<file path="src/sv/look_at_view_matrix_defines.svh">
// assertion macros for the look-at view matrix block
// used by the top level; expects aclk and aresetn in the including scope
`ifndef LOOK_AT_VIEW_MATRIX_DEFINES_SVH
`define LOOK_AT_VIEW_MATRIX_DEFINES_SVH

// same-cycle implication, disabled while in reset
`define LAVM_ASSERT_NOW(lbl, ante, cons) \
    lbl: assert property (@(posedge aclk) disable iff (!aresetn) (ante) |-> (cons)) \
        else $error("look_at_view_matrix: same-cycle check failed");

// next-cycle implication, disabled while in reset
`define LAVM_ASSERT_NEXT(lbl, ante, cons) \
    lbl: assert property (@(posedge aclk) disable iff (!aresetn) (ante) |=> (cons)) \
        else $error("look_at_view_matrix: next-cycle check failed");

`endif

</file>
<file path="src/sv/lavm_delay.sv">
// enabled shift line that delays a payload by a fixed number of stages
// no package dependencies
module lavm_delay #(
    parameter int W = 96,
    parameter int D = 1
) (
    input  logic         aclk,
    input  logic         en,
    input  logic [W-1:0] din,
    output logic [W-1:0] dout
);

    logic [W-1:0] dly_reg [0:D-1];

    // shift one place per enabled cycle
    always_ff @(posedge aclk) begin
        if (en) begin
            dly_reg[0] <= din;
            for (int k = 1; k < D; k++) begin
                dly_reg[k] <= dly_reg[k-1];
            end
        end
    end

    assign dout = dly_reg[D-1];

endmodule

</file>
<file path="config.mk">
export PLATFORM = sky130hd
export DESIGN_NAME = lavm_delay
export DESIGN_NICKNAME = d
export VERILOG_FILES = /design/src/sv/look_at_view_matrix_defines.svh /design/src/sv/lavm_delay.sv
export SDC_FILE = /design/constraint.sdc
export NUM_CORES = 1
export LEC_CHECK = 0
export ABC_CLOCK_PERIOD_IN_PS = 1000
export BUFFER_PORTS_ARGS = -buffer_cell sky130_fd_sc_hd__buf_2
export CORE_ASPECT_RATIO = 1.75
export CORE_MARGIN = 2
export CORE_UTILIZATION = 40
export DETAILED_ROUTE_END_ITERATION = 8
export PLACE_DENSITY = 0.75
export SLEW_MARGIN = 20
export SYNTH_ARGS = -nofsm -noshare
export SYNTH_HDL_FRONTEND = slang
export SYNTH_SLANG_ARGS = --single-unit
</file>
<file path="constraint.sdc">
create_clock -name aclk -period 1 [get_ports aclk]
set_input_delay 0.1 -clock aclk [delete_from_list [all_inputs] [get_ports aclk]]
set_output_delay 0.1 -clock aclk [all_outputs]
set_load 0.005 [all_outputs]
</file>
---- After elaboration in Yosys (flattened, before gate mapping) ----
Memories as Yosys holds them, arrays and structs flattened.
Cells that the tools add are included.
cells by class
  mux-type cells .......................... 2
operator list
  cell              count
  2-to-1 mux 1 bit  2
word-level totals
  memories kept ........................... 1
  output and inout port bits .............. 96
  flip-flop bits (word level) ............. 0
  bits in writable memories ............... 96
  logic and storage cells ................. 3
  input port bits ......................... 98
memories
  memory   words  bits a word  read ports  clocked after Yosys merged registers in  wr ports  RTL line          RTL
  dly_reg  1      96           1           0                                        1         lavm_delay.sv:13  logic [W-1:0] dly_reg [0:D-1];

---- Logic depth before layout (Yosys ltp) ----
  word-level depth ........................ 2
  depth in mapped cells ................... 0
  mapped depth without buffers ............ 0

---- Least setup slack after synthesis ----
OpenSTA, ideal clock, no wires.
  kind .................................... register to output
  start point ............................. memory dly_reg[0][0]
  end point ............................... output port dout[0]
  slack ................................... 0.545 ns
  buffers on the path ..................... 0
  required time ........................... 0.900 ns
  cell stages (with the launch flop) ...... 1
  arrival ................................. 0.355 ns
  path through ............................ edfxtp_1
between the ends
  longest elaborated chain between the ends .. 1
RTL lines
  item                      RTL line          RTL
  from (decl)               lavm_delay.sv:13
  memory read (1 x 96 bit)  n/a
  to (decl)                 lavm_delay.sv:10  output logic [W-1:0] dout
No other way between the ends.

---- Worst setup path in the final report ----
  start point ............................. memory dly_reg[0][33]
  end point ............................... output port dout[33]
Same word-level chain as after synthesis.

==> flow_summary.json <==
{
  "pwr-share-clk_pct": 37.5,
  "yosys.area_share.simple_pct": 0,
  "io_pins": 194,
  "synthAdderAreaFrac_pct": 0,
  "drt-initial-drc-count": 147,
  "die_w_um": 68.2,
  "drive_above_1_share_pct": 51.4,
  "cts.sinks": 96,
  "final_area_um2": 5270,
  "cts_tree": "built",
  "period_minus_slack_ns": 1.00,
  "critical-path-top-delay-family": "flip-flops",
  "cts_resized": 0,
  "finalHoldViolCount": 0,
  "p_leak_nw": 2.27,
  "grt_pass1_vias": 2234,
  "cp_cell_sequence": "buf_2",
  "start_util_pct": 40.7,
  "worstMarginPinSlew_ns": 0.258,
  "yosys_warnings": 0,
  "synth.area.mux_share_pct": 0,
  "fin_nets": 496,
  "final_common_cell": "buf_2",
  "hold_class": "in2reg",
  "p_comb_share_pct": 10.2,
  "synth_compound_area_share_pct": 0,
  "grt_remaining_overflow": 0,
  "cts-root-buf": "clkbuf_16",
  "place_area_um2": 4000,
  "syn_area_per_cell_um2": 30.0,
  "clkTransAtPathRegs_ns": 0.06,
  "drv_slew": 0,
  "fin_cells": 489,
  "multiInputGateArea_um2": 0,
  "switching_power_mw": 1.74,
  "avgViaCountPerCell": 4.31,
  "clockBufferDepth": 2,
  "largest_reg_flops": 96,
  "synth-seq-cells": 96,
  "p_seq_share_pct": 52.4,
  "rsz0062_at_grt": "yes",
  "p_int_mw": 7.55,
  "cts_made_buffers": 9,
  "core-area_um2": 7080,
  "drt-pass1-iter-count": 4,
  "synth_cells": 96,
  "synth_xor_area_share_pct": 0,
  "final_util_pct": 74.4,
  "placedCellCount": 377,
  "die_area_um2": 7930,
  "syn_area_um2": 2880,
  "endpoint_kind": "primary output",
  "layout_common_cells": "buf_2 (192), edfxtp_1 (96), dlygate4sd3_1 (96)",
  "fin_ws_ns": -0.00137,
  "wl_mm": 7.91,
  "drv_cap": 0,
  "p_total_mw": 9.29,
  "status": "complete, but fails checks",
  "power_density_nw_per_um2": 1760,
  "antenna_found_initial": 0,
  "via_count": 2109,
  "num-multi-input-gates": 0,
  "relSlewSlack_pct": 82.8,
  "critPathArrivalTime_ns": 0.90,
  "rows": 41,
  "seq_area_frac_synth_pct": 100,
  "grt_pass1_wl_mm": 11.0,
  "failed_checks": "setup timing",
  "ant_nets": 0,
  "max_freq_mhz": 999,
  "cp_num_buf_inv": 1,
  "start_kind": "register",
  "cp_slowest_stage_delay_ns": 0.42,
  "post_cts_buffers": 0,
  "port_buffers": 193,
  "gp_congestion": 0.805,
  "grt_max_degree": 49,
  "swShare_pct": 18.8,
  "synth_nets": 194,
  "areaGrowthSynthToFinish_pct": 82.6,
  "setup_viol_count_final": 1,
  "yosysUniqueCellTypes": 1,
  "finalCritPeriodShare_pct": 100,
  "num_antenna_cells": 0,
  "crit_type": "reg2out",
  "grt_use_total_pct": 20.4,
  "cp_max_fo": 1,
  "hpwlAfterDp_mm": 4.78,
  "wire_per_inst_um": 16.2,
  "peakVddDrop_mv": 1.39,
  "crit_slowest_cell": "edfxtp_1",
  "drc": 0,
  "worstPathRequired_ns": 0.90,
  "htreeDepth": 3,
  "die_h_um": 116
}
## layout make-up
type | count | area, um^2
well taps | 86 | 108
fillers | 437 | 1810
repair buffers | 291 | 1970
clock buffers | 12 | 236
flip-flops and latches | 96 | 2880
clock inverters | 4 | 68.8
## worst paths after layout
check              to  slack, ns            from  depth (start not counted)
max          dout[33]     -0.001  dly_reg[0][33]                          1
min    dly_reg[0][93]       0.29              en                          2
## metrics by stage
step | setup WS (ns) | setup TNS [ns] | hold slack [ns]
final | -0.00137 | -0.00137 | 0.289
after global placement | 0.198 | 0 | 0.276
after floorplan | 0.545 | 0 | 0.199
after global routing | -0.0197 | -0.0457 | 0.292
after CTS | -0.00161 | -0.00161 | 0.281
after detailed placement | 0.179 | 0 | 0.278
## synthesized netlist by cell type
cell type	instances	area share, %
edfxtp_1	96	100
## per-layer routing
layer | wire (um) | global-route usage (%) | share of wire (%) | vias to the layer above
li1 | - | - | - | 997
met4 | 264 | 11.5 | 3.3 | 0
met1 | 2590 | 20.3 | 33 | 981
met2 | 4530 | 35.8 | 57 | 109
met3 | 523 | 6.74 | 6.6 | 22
met5 | 0 | 0 | 0 | -
## cell families (layout without fill, tap and decap cells)
family	Yosys count	count (layout)
buf+inv	0	307
flops	96	96
## power by group through the flow
stage | logic, mW | registers [mW] | clock network (mW)
final | 0.945 | 4.87 | 3.48
after global routing | 1.03 | 4.90 | 3.67
after CTS | 0.937 | 4.86 | 3.55
after detailed placement | 0.639 | 4.94 | 0
after global placement | 0.624 | 4.92 | 0
after floorplan | 0 | 5.00 | 0
## what timing repair did
| action | in CTS | in global routing |
|---|---|---|
| hold buffers | 96 | 0 |
| setup endpoints to repair | 1 | 4 |
| endpoints found under the hold margin | 96 | 0 |
| gates cloned | 0 | 0 |
No activity file was read; power rests on OpenSTA's default activity.
